## src/rtl/core/tttl_ram.sv

```systemverilog
// tttl_ram: generic simple dual-port ram, one write and one registered read port
// read during write to the same address returns the old contents
// no dependencies
module tttl_ram #(
    parameter int WIDTH = 8,
    parameter int DEPTH = 256
) (
    input  logic                     clk,
    input  logic                     we,
    input  logic [$clog2(DEPTH)-1:0] waddr,
    input  logic [WIDTH-1:0]         wdata,
    input  logic [$clog2(DEPTH)-1:0] raddr,
    output logic [WIDTH-1:0]         rdata
);

    logic [WIDTH-1:0] mem [DEPTH];

    always_ff @(posedge clk)
    begin
        if (we)
        begin
            mem[waddr] <= wdata;
        end
        rdata <= mem[raddr];
    end

endmodule

```

## config.mk

```make
export PLATFORM = sky130hd
export DESIGN_NAME = tttl_ram
export DESIGN_NICKNAME = d
export VERILOG_FILES = /design/src/rtl/core/tttl_ram.sv
export SDC_FILE = /design/constraint.sdc
export NUM_CORES = 2
export LEC_CHECK = 0
export BUFFER_PORTS_ARGS = -buffer_cell sky130_fd_sc_hd__buf_4
export CAP_MARGIN = 20
export CORE_ASPECT_RATIO = 1.5
export CORE_MARGIN = 5
export CORE_UTILIZATION = 40
export CTS_CLUSTER_SIZE = 12
export DETAILED_ROUTE_END_ITERATION = 10
export GPL_ROUTABILITY_DRIVEN = 0
export RECOVER_POWER = 50
export REMOVE_ABC_BUFFERS = 1
export SLEW_MARGIN = 30
export SYNTH_ARGS = -nofsm -noshare
export SYNTH_HDL_FRONTEND = slang
export SYNTH_SLANG_ARGS = --single-unit
```

## constraint.sdc

```tcl
create_clock -name clk -period 2 [get_ports clk]
set_input_delay 0 -clock clk [delete_from_list [all_inputs] [get_ports clk]]
set_output_delay 0 -clock clk [all_outputs]
set_load 0.01 [all_outputs]
```

## After elaboration in Yosys (flattened, before gate mapping)

Memories as Yosys holds them, arrays and structs flattened. A register that Yosys moved wholly into a read port is not among the register bits.
Index checks and enable logic that the tools add are counted.

| word-level totals | value |
|---|---|
| bits in registers | 0 |
| memory bits (writable) | 2048 |
| input port bits | 26 |
| output and inout bits | 8 |
| word-level logic and storage cells | 3 |
| memories | 1 |

Memory list:

| memory | words | bits a word | rd ports | clocked after Yosys merged registers in | write ports | line | text |
|---|---|---|---|---|---|---|---|
| mem | 256 | 8 | 1 | 1 | 1 | 16 | `logic [WIDTH-1:0] mem [DEPTH];` |

| operators by class | value |
|---|---|
| muxes and demuxes | 2 |

Operators with widths:

| operator | count |
|---|---|
| 1-bit 2-to-1 mux | 2 |

## Longest topological paths before layout

| depth | value |
|---|---|
| depth in word-level cells | 2 |
| mapped depth | 11 |
| mapped depth without buffers | 6 |

## Least setup slack after synthesis

Ideal clock, no wire load.

| timing path | value |
|---|---|
| path type | in2reg |
| start point | input raddr[0] |
| end point | register rdata[2], read port of mem |
| library setup time | 0.131 ns |
| data arrival time | 1.807 ns |
| required time | 1.869 ns |
| setup slack | 0.062 ns |
| cell stages on the path | 9 |
| path buffers | 4 |
| path through | buf_6 -> buf_12 -> buf_8 -> buf_2 -> mux4_2 -> a22oi_1 -> a21oi_1 -> nor4_1 -> nor4_2 |

RTL lines:

| what | line | text |
|---|---|---|
| start, declared | 12 | `input logic [$clog2(DEPTH)-1:0] raddr,` |
| end, declared | 13 | `output logic [WIDTH-1:0] rdata` |

==> impl_results.md <==
* Status: complete, but fails checks
* Failing checks: capacitance limit, slew limit, setup timing
* Core Footprint at 198000 µm²
* Antenna Nets Post-Route at 0
* Die H at about 560 µm
* Global Route Usage Sum at 20.1%
* Leak at 30.1 nW
* DR WL/cell at 29.5 µm
* # port buffers at 33
* Worst Max-Slew Pin Slew at slightly below 2000 ps
* Fmax at 456 MHz
* Die Wd at roughly 370 µm
* Drt first pass iters at 5
* DR vias at between 40000 and 50000
* Yosys cell types at 55
* Sequential area share after synthesis at 77.5%
* First-pass GRT wire length at 303 mm
* Reg2reg setup slack at -190 ps
* Clk buf depth at 4
* Drt initial violations at 4166
* Cell count after synthesis at 3733
* Dpl cells at 6874
* Hold Crit Class: primary input to flip-flop
* Clk network pwr share at 38.6%
* Via density at 5.66
* Worst EP arrival at 2880 ps
* Hold endpoint: mem[176][3]$_DFFE_PP_
* Seq pwr share at 55.3%
* Worst VDD drop at slightly above 0.0007 V
* Post-synth top area share at 77.3%
* Clock Latency Late Sink at 830 ps
* Fin worst setup slack at -192 ps
* Period utilization at 110%
* Compound-Gate Fraction of Synth Area at 3.42%
* Max-cap violations at 3
* Worst reg-to-reg path cell count at 7
* Drc violations at 0
* CTS Root Cell: clkbuf_16
* Crit-path max FO at 1
* Post-synth EDFFs at between 2000 and 2500
* Multiplexer area fraction after synthesis at 14.6%
* Setup crit start kind: flip-flop
* Reg2reg end: rdata[2]$_DFF_P_
* RSZ-0062 raised after global routing: yes
* Post-Synth XOR/XNOR Area at 0%
* Antenna violations before repair at 21
* Half-perimeter wire length after placement at 144 mm
* Fin util at 47.5%
* Vias in the first global route at 42100
* Hold path start: we
* Main combinational cell family by area after synthesis: multiplexers
* Clk sinks at 2056
* Synthesis-stage register bit count at 2056
* Row count at 200
* Max_slew headroom at -30.8%
* CP Class: flip-flop to flip-flop
* Crit end category: flip-flop
* Largest cells by area after synthesis: edfxtp_1 (77%), mux4_2 (13%), mux2i_1 (1.7%), nor2_1 (1.3%), a22oi_1 (1.3%)
* Hold Path Stages at 4
* Total grt overflow at 0
* Max-slew violations at about 170
* Post-synth top area cell: edfxtp_1
* Endpoints failing setup at 200
* Power Internal at ~68 mW
* Ys async rst share at 0%
* Hold Slack at 48.4 ps
* Comb pwr share at 6.0%
* Synth Flop Type: edfxtp_1
* Avg Inst Size Synth at 21.3 µm²
* Power Dens Cells at between 900 and 1000 nW/µm²
* Hold Fails Final Rpt at 0
* Post-Synth Adder-Cell Area at 0%
* Die ar. at 208000 µm²
* IO Pins at 34
* Final min period at 2190 ps
* Worst r2r src: mem[143][2]$_DFFE_PP_
* NetSw at ~18 mW
* CTS tree: done
* Clock Pin Slew Worst Setup and Hold Paths at 60 ps
* Net Sw Frac at roughly a fifth
* # nets final at between 4000 and 5000
* Pin count of the biggest net entering global routing at a little over 100
* Total negative slack at -6390 ps
* Fin cells at 7178
* Final Skew at 49.2 ps
* Post-CTS setup buffers at 0
* Required @ worst endpoint at about 2700 ps
* Share of layout cells above drive strength 1 at between 30% and 40%
* Final WL at 212 mm
* Synth Warn # at 0
* Starting Density at 40.2%
* Post-Synth Simple-Gate Area at 2.63%
* Post-Syn Area at 79600 µm²
* H-tree Lvls at 4
* Synth-to-Final Area Change at 18.2%
* CTS buffer count at 201
-- cell type report --
class                      instances  area, µm²
antenna                           11       27.5
clock buffer                     262       5330
clock inverter                    15        115
fill                           16100     104000
inverter                           2       7.51
multi-input combinational       1442      17000
sequential                      2056      61700
tap                             2626       3290
timing repair buffer             764       6560
-- Yosys cell counts (all sizes together), types with 2 or more instances --
cell type / number
a311oi: 2
nand2b: 8
nand3: 34
a211oi: 16
a221oi: 14
o22ai: 28
or2: 4
a2111oi: 5
nand2: 33
o211ai: 10
buf: 122
o221ai: 47
nor2: 282
o32ai: 5
a22oi: 133
dfxtp: 8
nor3: 22
nand3b: 2
nand4: 10
nor2b: 31
a31oi: 2
clkbuf: 111
and2: 6
and3b: 2
a21oi: 96
o22a: 5
o21ai: 12
mux4: 456
edfxtp: 2048
a22o: 8
nor4: 27
mux2i: 134
-- registers in the layout, summed over array words and instances, names as in the netlist --
name / count
mem: 2048
rdata: 8
-- logic make-up (layout without fill, tap and decap cells) --
group,after synthesis,in the layout
other,0,11
DFF,2056,2056
muxes,591,591
and+or+nand+nor,466,466
buffers and inverters,235,1043
AOI/OAI and AO/OA,385,385
-- power by group through the flow --
stage | Combinational (mW) | Sequential, mW | Clock, mW
after floorplan | 1.67 | 48.5 | 0
after global placement | 5.06 | 48.5 | 0
after detailed placement | 5.13 | 48.5 | 0
after CTS | 5.28 | 47.6 | 34.0
after global routing | 5.43 | 47.6 | 35.7
final | 5.19 | 47.6 | 33.3
-- stage by stage --
stage / worst slack [ps] / power (mW) / cell area (µm²)
floorplan: -408 / 50.1 / 78100
global placement: -1150 / 53.6 / 88100
global route: -208 / 88.7 / 94000
detailed placement: -1120 / 53.6 / 88100
finish: -192 / 86.1 / 94000
CTS: -211 / 86.9 / 94100
-- placed cells by master, fill, tap and decap left out, types with 12 or more instances in the layout --
cell type | synthesis | routed
mux4_2 | 454 | 455
nor2b_1 | 31 | 23
mux2i_1 | 134 | 134
edfxtp_1 | 2048 | 2048
buf_12 | 8 | 65
o221ai_1 | 46 | 45
clkbuf_16 | 0 | 204
nor2_1 | 282 | 274
a21oi_1 | 96 | 86
a211oi_1 | 16 | 14
buf_4 | 27 | 624
nand2_1 | 33 | 33
clkbuf_1 | 111 | 64
nand3_1 | 34 | 30
clkbuf_2 | 0 | 24
o22ai_1 | 28 | 27
nor4_2 | 3 | 12
dlygate4sd3_1 | 0 | 22
a22oi_1 | 133 | 123
-- worst max-delay path: stages (launching register included) --
cell and delay [ps]:
edfxtp_1 360, mux4_2 480, mux4_2 530, nor2_2 130
a2111oi_2 60, nor3_2 280, buf_4 190, nor4_2 40
-- metal layers --
layer	global-route usage, %	routed length, µm
met1	23.9	76200
met2	36.4	113000
met3	2.64	12100
met4	8.70	10400
met5	0	46
-- how the worst max path moves through the flow --
stage	slack, ps	start	cells after the start	to
after detailed placement	-1120	raddr[0]	9	rdata[0]$_DFF_P_
after CTS	-210	mem[130][2]$_DFFE_PP_	7	rdata[2]$_DFF_P_
after global routing	-210	mem[131][7]$_DFFE_PP_	7	rdata[7]$_DFF_P_
after floorplan	-410	raddr[2]	6	rdata[6]$_DFF_P_
after global placement	-1150	raddr[0]	10	rdata[5]$_DFF_P_
final	-190	mem[143][2]$_DFFE_PP_	7	rdata[2]$_DFF_P_
-- what timing repair did --
item	4_1_cts	5_1_grt
pin swaps	21	25
endpoints found under the hold margin	2001	0
endpoints found under the setup margin	8	33
hold buffers	22	0
gates resized for setup	64	33
No activity file was read; power rests on OpenSTA's default activity.
