$ cat src/rtl/core/tttl_pkg.sv
// tttl_pkg: shared types and constants of the three-track trigger looper
// loop store size, state structs, store write request and sequencer phases
// no dependencies
package tttl_pkg;

    localparam int LOOP_DEPTH = 65536;
    localparam int ADDR_W     = $clog2(LOOP_DEPTH);
    localparam int LEN_W      = ADDR_W + 1;
    localparam int TRK_N      = 3;
    localparam int SEL_W      = 2;
    localparam int IN_DATA_W  = 8;
    localparam int OUT_DATA_W = 8;

    localparam logic [LEN_W-1:0]  LOOP_LEN  = LEN_W'(LOOP_DEPTH);
    localparam logic [ADDR_W-1:0] LAST_ADDR = ADDR_W'(LOOP_DEPTH - 1);

    // encoder step codes, two's complement
    localparam logic [1:0] TURN_NONE  = 2'b00;
    localparam logic [1:0] TURN_UP    = 2'b01;
    localparam logic [1:0] TURN_DOWN2 = 2'b10;
    localparam logic [1:0] TURN_DOWN  = 2'b11;

    typedef struct packed {
        logic [ADDR_W-1:0] pos;
        logic [LEN_W-1:0]  len;
        logic [LEN_W-1:0]  first_cnt;
        logic              first_pend;
        logic              rec;
        logic [SEL_W-1:0]  sel;
    } loop_state_t;

    typedef struct packed {
        logic              en;
        logic [ADDR_W-1:0] addr;
        logic [TRK_N-1:0]  mask;
    } store_write_t;

    typedef enum logic [1:0] {
        ST_CLEAR,
        ST_IDLE,
        ST_MODIFY,
        ST_FETCH
    } phase_t;

endpackage

$ cat src/rtl/core/tttl_tick.sv
// tttl_tick: next loop state and store write request for one control tick
// press, hold, encoder turn, gate, advance and first-pass count in that order
// depends on tttl_pkg
module tttl_tick (
    input  tttl_pkg::loop_state_t  cur_state,
    input  logic                   press_edge,
    input  logic                   hold_long,
    input  logic signed [1:0]      turn_step,
    input  logic                   gate_hit,
    output tttl_pkg::loop_state_t  next_state,
    output tttl_pkg::store_write_t store_wr,
    output logic                   clear_all
);

    tttl_pkg::loop_state_t      s;
    logic [1:0]                 add;
    logic [tttl_pkg::SEL_W:0]   sel_sum;
    logic [tttl_pkg::LEN_W-1:0] pos_inc;
    logic [tttl_pkg::LEN_W-1:0] cnt_inc;

    always_comb
    begin
        s        = cur_state;
        store_wr = '0;
        add      = 2'd0;
        pos_inc  = '0;
        cnt_inc  = '0;
        sel_sum  = '0;

        if (press_edge)
        begin
            if (s.first_pend && s.rec)
            begin
                s.first_pend = 1'b0;
                s.len        = s.first_cnt;
                s.first_cnt  = '0;
                s.pos        = '0;
            end
            s.rec = !s.rec;
        end

        if (hold_long)
        begin
            s.pos        = '0;
            s.len        = tttl_pkg::LOOP_LEN;
            s.first_cnt  = '0;
            s.first_pend = 1'b1;
            s.rec        = 1'b0;
        end

        case (turn_step)
            tttl_pkg::TURN_NONE:  add = 2'd0;
            tttl_pkg::TURN_UP:    add = 2'd1;
            tttl_pkg::TURN_DOWN2: add = 2'd1;
            tttl_pkg::TURN_DOWN:  add = 2'd2;
            default:              add = 2'd0;
        endcase
        sel_sum = {1'b0, s.sel} + {1'b0, add};
        if (sel_sum >= 3'(tttl_pkg::TRK_N))
        begin
            sel_sum = sel_sum - 3'(tttl_pkg::TRK_N);
        end
        s.sel = sel_sum[tttl_pkg::SEL_W-1:0];

        store_wr.addr = s.pos;
        store_wr.mask = tttl_pkg::TRK_N'(1) << s.sel;
        if (gate_hit && (s.rec || s.first_pend))
        begin
            store_wr.en = 1'b1;
            s.rec       = 1'b1;
        end

        if (!(s.first_pend && !s.rec))
        begin
            pos_inc = {1'b0, s.pos} + tttl_pkg::LEN_W'(1);
            if (pos_inc >= s.len)
            begin
                s.pos = '0;
            end
            else
            begin
                s.pos = pos_inc[tttl_pkg::ADDR_W-1:0];
            end
        end

        if (s.first_pend && s.rec)
        begin
            cnt_inc = s.first_cnt + tttl_pkg::LEN_W'(1);
            if (cnt_inc >= tttl_pkg::LOOP_LEN)
            begin
                s.first_pend = 1'b0;
                s.len        = tttl_pkg::LOOP_LEN;
                s.first_cnt  = '0;
                s.pos        = '0;
            end
            else
            begin
                s.first_cnt = cnt_inc;
            end
        end

        next_state = s;
        clear_all  = hold_long;
    end

endmodule

$ cat config.mk
export PLATFORM = sky130hd
export DESIGN_NAME = tttl_tick
export DESIGN_NICKNAME = d
export VERILOG_FILES = /design/src/rtl/core/tttl_pkg.sv /design/src/rtl/core/tttl_tick.sv
export SDC_FILE = /design/constraint.sdc
export NUM_CORES = 1
export LEC_CHECK = 0
export BUFFER_PORTS_ARGS = -buffer_cell sky130_fd_sc_hd__buf_2
export CAP_MARGIN = 25
export CORE_MARGIN = 4
export CORE_UTILIZATION = 35
export DETAILED_ROUTE_END_ITERATION = 10
export GPL_TIMING_DRIVEN = 0
export PLACE_DENSITY = 0.67
export SLEW_MARGIN = 20
export SYNTH_ARGS = -nofsm -noshare
export SYNTH_HDL_FRONTEND = slang
export SYNTH_SLANG_ARGS = --single-unit
$ cat constraint.sdc
create_clock -name vclk -period 5.4
set_input_delay 0.54 -clock vclk [all_inputs]
set_output_delay 0.54 -clock vclk [all_outputs]
set_load 0.05 [all_outputs]
Word level (Yosys, flattened, before mapping)
Cells that the tools add are included.
{ "totals": {"reg_bits": 0, "word_cells": 33} }
{ "op_classes": {"addsub": 4, "order_cmp": 3, "n_eq_ne": 3, "shifts": 1, "mux": 13, "reduce_logical": 9} }
{ "ops": {"columns": ["op", "count"], "rows": [
  ["$mux W52", 2],
  ["$mux W51", 2],
  ["$mux W33", 1],
  ["$mux W16", 2],
  ["$add A16 B1 Y17 const B", 1],
  ["$add A17 B1 Y17 const B", 1],
  ["$ge A17 B17 Y1", 1],
  ["$ge A17 B17 Y1 const B", 1],
  ["$mux W17", 1],
  ["$pmux W2 S3", 1],
  ["$eq A2 B2 Y1 const B", 2],
  ["$logic_and A1 B1 Y1", 4],
  ["$add A2 B2 Y3", 1],
  ["$ge A3 B2 Y1 const B", 1],
  ["$mux W1", 3],
  ["$shl A1 B2 Y3 const A", 1],
  ["$eq A2 B1 Y1 const B", 1],
  ["$logic_not A1 Y1", 2],
  ["$logic_not A2 Y1", 1],
  ["$mux W2", 1],
  ["$reduce_or A2 Y1", 1],
  ["$sub A2 B2 Y2 const B", 1],
  ["$logic_or A1 B1 Y1", 1]
]} }

Longest topological paths before layout
Gate-level depths: netlist of run 1.
{ "logic_depth": {"word_depth": 12, "ltp_mapped": 18} }

Least setup slack after synthesis of run 1
OpenSTA, ideal clock, no wires.
{ "synth_timing": {"path_kind": "input to output", "from": "input port cur_state[2] (netlist name)", "to": "output port next_state[40] (netlist name)", "t_arrival_ns": 5.081, "required_ns": 4.860, "setup_slack_ns": -0.221, "stages": 17, "n_path_buf": 4, "cell_sequence": "buf_2 a31oi_4 clkbuf_1 clkbuf_1 and2_1 ha_1 nand3_1 or3_1 a21oi_1 ha_1 a21oi_1 a31oi_1 a2111oi_0 o211a_1 clkbuf_1 nand3_1 a21oi_1"} }
{ "synth_lines": {"columns": ["item", "line", "rtl"], "rows": [
  ["start, declared", "tttl_tick.sv:5", "input tttl_pkg::loop_state_t cur_state,"],
  ["end, declared", "tttl_tick.sv:10", "output tttl_pkg::loop_state_t next_state,"]
]} }

==> results of run 1 <==
[metrics by stage]
step,hold WS [ns],util [%],cells,power [mW]
2_1_floorplan,1.25,-,339,0.317
3_3_place_gp,1.52,49.5,545,0.422
3_5_place_dp,1.53,49.5,545,0.427
4_1_cts,1.53,49.7,546,0.430
5_1_grt,1.55,49.7,545,0.461
6_report,1.53,49.7,545,0.429
[synthesized netlist by cell type (9+ instances only)]
library cell | instances | area share, %
xnor2_1 | 22 | 8.9
ha_1 | 22 | 13
nand4_1 | 12 | 3.5
xor2_1 | 11 | 4.4
buf_2 | 9 | 2.1
a21oi_1 | 16 | 3.7
inv_1 | 12 | 2.1
and2_1 | 10 | 2.9
nand3_1 | 18 | 4.2
nand2_1 | 46 | 8.0
mux2_2 | 16 | 8.3
nor2_1 | 66 | 11
[cells in the final DEF (no fill, tap or decap), types with 3 or more instances in the layout]
cell	instances
and4_1	4
and2_1	9
inv_1	12
mux2_2	16
a21oi_2	5
nor3_1	6
nor2_1	62
a32oi_1	4
and3_1	7
buf_4	3
a21oi_1	11
buf_2	140
nand3_1	18
or3_1	4
o21ai_0	4
xnor2_1	22
a21o_1	3
nand2_1	46
nand4_1	12
ha_1	22
xor2_1	11
nor2_2	4
nor2b_1	3
clkbuf_1	5
[worst max-delay path, stage by stage]
cell	delay, ns
buf_2	0.18
a31oi_4	0.23
clkbuf_2	0.29
and2_2	0.20
ha_1	0.20
nand3_1	0.22
nor4_2	0.49
xnor2_1	0.14
ha_1	0.31
nand4_1	0.13
or3_1	0.41
a31o_2	0.23
o211a_1	0.25
o21bai_2	0.36
o21ba_1	0.20
buf_2	0.21
[worst paths after layout]
| path | depth (start not counted) | startpoint | slack, ns | end |
|---|---|---|---|---|
| max | 16 | cur_state[2] | 0.26 | next_state[52] |
| min | 4 | cur_state[49] | 1.53 | store_wr[14] |
[logic make-up (layout without fill, tap and decap cells)]
family                     after synthesis  after routing
AOI/OAI and AO/OA                       47             47
adders and majority gates               23             23
and+or+nand+nor                        185            185
xor gates and xnor gates                33             33
buffers and inverters                   33            164
muxes                                   18             18
[area by class of cell]
type                       instances  area [um^2]  area share (%)
timing repair buffer             133          671            22.7
multi-input combinational        306         2050            69.4
inverter                          13         48.8            1.65
buffer                            18         92.6            3.13
tap                               75         93.8            3.17
[what timing repair did]
item	in CTS	in global routing
buffers inserted	2	0
setup endpoints to repair	16	14
hold buffers	0	0
pin swaps	1	0
endpoints found under the hold margin	0	0
gates resized for setup	1	0
[layer usage]
| metal | global-route usage [%] | vias up |
|---|---|---|
| li1 | - | 1449 |
| met1 | 27.8 | 1253 |
| met2 | 37.1 | 105 |
| met3 | 1.90 | 2 |
| met4 | 0.708 | 0 |
| met5 | 0 | - |
[power by group]
| part | internal, mW | switching, mW |
|---|---|---|
| registers | 0 | 0 |
| clock network | 0 | 0 |
| logic | 0.120 | 0.308 |
| total | 0.120 | 0.308 |
==> results.json, run 1 <==
{
  "outcome": "finished clean",
  "synth_area_um2": 2170,
  "path_class": "in2out",
  "wl_met3_um": 609,
  "ios": 134,
  "grt_pass1_vias": 2770,
  "timing.fmax_ghz": 0.195,
  "n_antenna_cell": 0,
  "p_per_area_nw_per_um2": 145,
  "via_per_inst": 5.15,
  "drc_errors": 0,
  "dr.pass1.iters": 4,
  "finalCriticalPeriod_ns": 5.14,
  "yosys_warnings": 0,
  "finalHoldViolCount": 0,
  "io_buffers": 131,
  "wl_met1_um": 3550,
  "synthSimpleGateAreaFrac_pct": 40.6,
  "clkbuf_count": 0,
  "cp.arrival_ns": 4.60,
  "ys_types": 51,
  "ir_drop_uv": 216,
  "dp.final_hpwl_um": 6830,
  "dpl_worst_slack_ns": -0.690,
  "dr_total_vias": 2809,
  "seq_area_um2": 0,
  "worst_slack_ns": 0.262,
  "syn_inst": 339,
  "leakage_nw": 1.55,
  "min_path_type": "in2out",
  "yosys.area_share.adder_pct": 13.6,
  "final_net_count": 554,
  "cp_max_fo": 10,
  "post-route-period-util_pct": 95.2,
  "synth_nets": 421,
  "rsz0062_at_grt": "false",
  "gr-total-overflow": 0,
  "fillers": 635,
  "area_growth_pct": 36.3,
  "design_area_um2": 2960,
  "nFlopsAndLatches": 0,
  "cp-end-kind": "primary output",
  "postRouteWirelength_um": 7940,
  "ant_nets": 0,
  "slew_headroom_pct": 62.4,
  "syn_area_per_cell_um2": 6.40,
  "fp.coreArea_um2": 5960,
  "synth-xor-area-share_pct": 13.3,
  "drt_iter0_markers": 86,
  "grt_max_degree": 16,
  "num_rows": 28,
  "start_kind": "input pin",
  "slew_viol_final": 0,
  "highest_layer": "met4",
  "place.gp.congestion": 0.893,
  "setup-tns-final_ns": 0,
  "wl_per_cell_um": 14.6,
  "setup_violations": 0,
  "worst_pin_slew_ns": 0.564,
  "placed_cell_area_um2": 2950,
  "synth_compound_area_share_pct": 16.4,
  "gr-usage-all-layers_pct": 20.5,
  "start_util_pct": 36.4,
  "dieArea_um2": 7530,
  "drv_cap": 0,
  "wl_met2_um": 3750,
  "drive_above_1_share_pct": 38.9,
  "die_h_um": 86.8,
  "die_w_um": 86.8,
  "antenna_found_initial": 0,
  "synth_top_family_by_area": "simple AND/OR/NAND/NOR gates",
  "grt_first_pass_wirelength_um": 13000,
  "cp.required_ns": 4.86,
  "synth_seq_area_share_pct": 0,
  "synth_mux_area_share_pct": 9.22
}
Note: power is estimated with default switching activity, not from simulation.
==> run 2, diff against run 1 <==
- MAX_ROUTING_LAYER: not set -> met4
==> results.json, run 2 (synthesis gave the netlist of run 1 again) <==
{
  "timing.fmax_ghz": 0.197,
  "rsz0062_at_grt": "false",
  "path_buf_inv": 3,
  "drv_cap": 0,
  "worst_slack_ns": 0.332,
  "min_path_type": "in2out",
  "place.gp.congestion": 0.893,
  "p_per_area_nw_per_um2": 145,
  "p_sw_mw": 0.308,
  "fillers": 634,
  "postRouteWirelength_um": 7920,
  "highest_layer": "met4",
  "grt_max_degree": 16,
  "cp.arrival_ns": 4.53,
  "start_kind": "input pin",
  "worst_pin_slew_ns": 0.576,
  "post-route-period-util_pct": 93.8,
  "start_util_pct": 36.4,
  "clkbuf_count": 0,
  "p_clk_share_pct": 0,
  "crit_family": "compound AO/OA/AOI/OAI gates",
  "finalHoldViolCount": 0,
  "place_inst": 545,
  "io_buffers": 131,
  "slew_headroom_pct": 61.6,
  "antenna_found_initial": 0,
  "wl_met3_um": 657,
  "wl_per_cell_um": 14.5,
  "leakage_nw": 1.55,
  "drive_above_1_share_pct": 39.1,
  "ir_drop_uv": 176,
  "final_net_count": 554,
  "n_antenna_cell": 0,
  "p_int_mw": 0.120,
  "gr-usage-all-layers_pct": 20.5,
  "switching_share_pct": 72.0,
  "crit_chain": "buf_2 -> a31oi_4 -> clkbuf_2 -> and2_2 -> ha_1 -> nand3_1 -> or3_1 -> a21oi_1 -> ha_1 -> a21oi_1 -> a31oi_1 -> a2111oi_0 -> o211a_2 -> o21bai_2 -> o21ba_1 -> buf_2",
  "stdcell_count": 545,
  "gr-total-overflow": 0,
  "path_class": "in2out",
  "fp.coreArea_um2": 5960,
  "crit_path_top_delay_cell": "or3_1",
  "cp_max_fo": 10,
  "num_rows": 28,
  "dieArea_um2": 7530,
  "outcome": "finished clean",
  "dr.pass1.iters": 5,
  "setup-tns-final_ns": 0,
  "die_h_um": 86.8,
  "dpl_worst_slack_ns": -0.688,
  "ant_nets": 0,
  "mostFrequentLayoutCells": "140 x buf_2, 62 x nor2_1, 46 x nand2_1",
  "area_growth_pct": 36.3,
  "layout_commonest_cell": "buf_2",
  "cpPeakStageDelay_ns": 0.41,
  "nFlopsAndLatches": 0,
  "seq_area_um2": 0,
  "cp.required_ns": 4.86,
  "power_frac_seq_pct": 0,
  "drt_iter0_markers": 86,
  "grt_pass1_vias": 2665,
  "power_frac_comb_pct": 100.0,
  "wl_met1_um": 3520,
  "grt_first_pass_wirelength_um": 12600,
  "dr_total_vias": 2871,
  "ios": 134,
  "via_per_inst": 5.27,
  "setup_violations": 0,
  "die_w_um": 86.8,
  "cp-end-kind": "primary output",
  "dp.final_hpwl_um": 6810,
  "drc_errors": 0,
  "slew_viol_final": 0,
  "finalCriticalPeriod_ns": 5.07,
  "wl_met2_um": 3700
}
[run 2: changes by cell type in the layout (fill, tap and decap cells not counted)]
cell and change:
o211a_2 +1, o211a_1 -1
[run 2: cell type report]
| cell class | count | area, um^2 | area share (%) |
|---|---|---|---|
| plain buffers | 18 | 92.6 | 3.13 |
| repair buffers | 133 | 671 | 22.7 |
| multi-input cells | 306 | 2050 | 69.4 |
| inverters | 13 | 48.8 | 1.65 |
| well taps | 75 | 93.8 | 3.17 |
[run 2: worst paths after layout]
path / endpoint / slack, ns / start / depth (start not counted)
worst max-delay path: next_state[52] / 0.33 / cur_state[2] / 16
worst min-delay path: next_state[13] / 1.53 / cur_state[13] / 4
[run 2: worst min-delay path: cells and delay by family]
family	cells	cell delay, ns
buffers and inverters	2	0.31
AND/OR/NAND/NOR	1	0.03
XOR/XNOR	1	0.11
[run 2: power groups by stage]
stage | Sequential, mW | Combinational, mW | Clock (mW)
floorplan | 0 | 0.317 | 0
CTS | 0 | 0.429 | 0
global route | 0 | 0.459 | 0
global placement | 0 | 0.423 | 0
detailed placement | 0 | 0.427 | 0
finish | 0 | 0.428 | 0
[run 2: metrics by stage]
stage	total power [mW]	hold WS [ns]	utilization [%]	area [um^2]
floorplan	0.317	1.25	-	2200
global placement	0.423	1.52	49.5	2950
detailed placement	0.427	1.53	49.5	2950
CTS	0.429	1.53	49.7	2960
global route	0.459	1.55	49.7	2960
finish	0.428	1.53	49.7	2960
[run 2: timing repair]
item,4_1_cts,5_1_grt
pin swaps,1,0
hold buffers,0,0
gates cloned,0,0
setup buffers,2,0
setup endpoints to repair,16,15
resized for setup,1,1
[run 2: per-layer routing]
layer / track usage [%] / vias to the layer above
li1: - / 1449
met1: 27.9 / 1302
met2: 35.5 / 116
met3: 0.856 / 4
met4: 0.992 / 0
met5: - / -
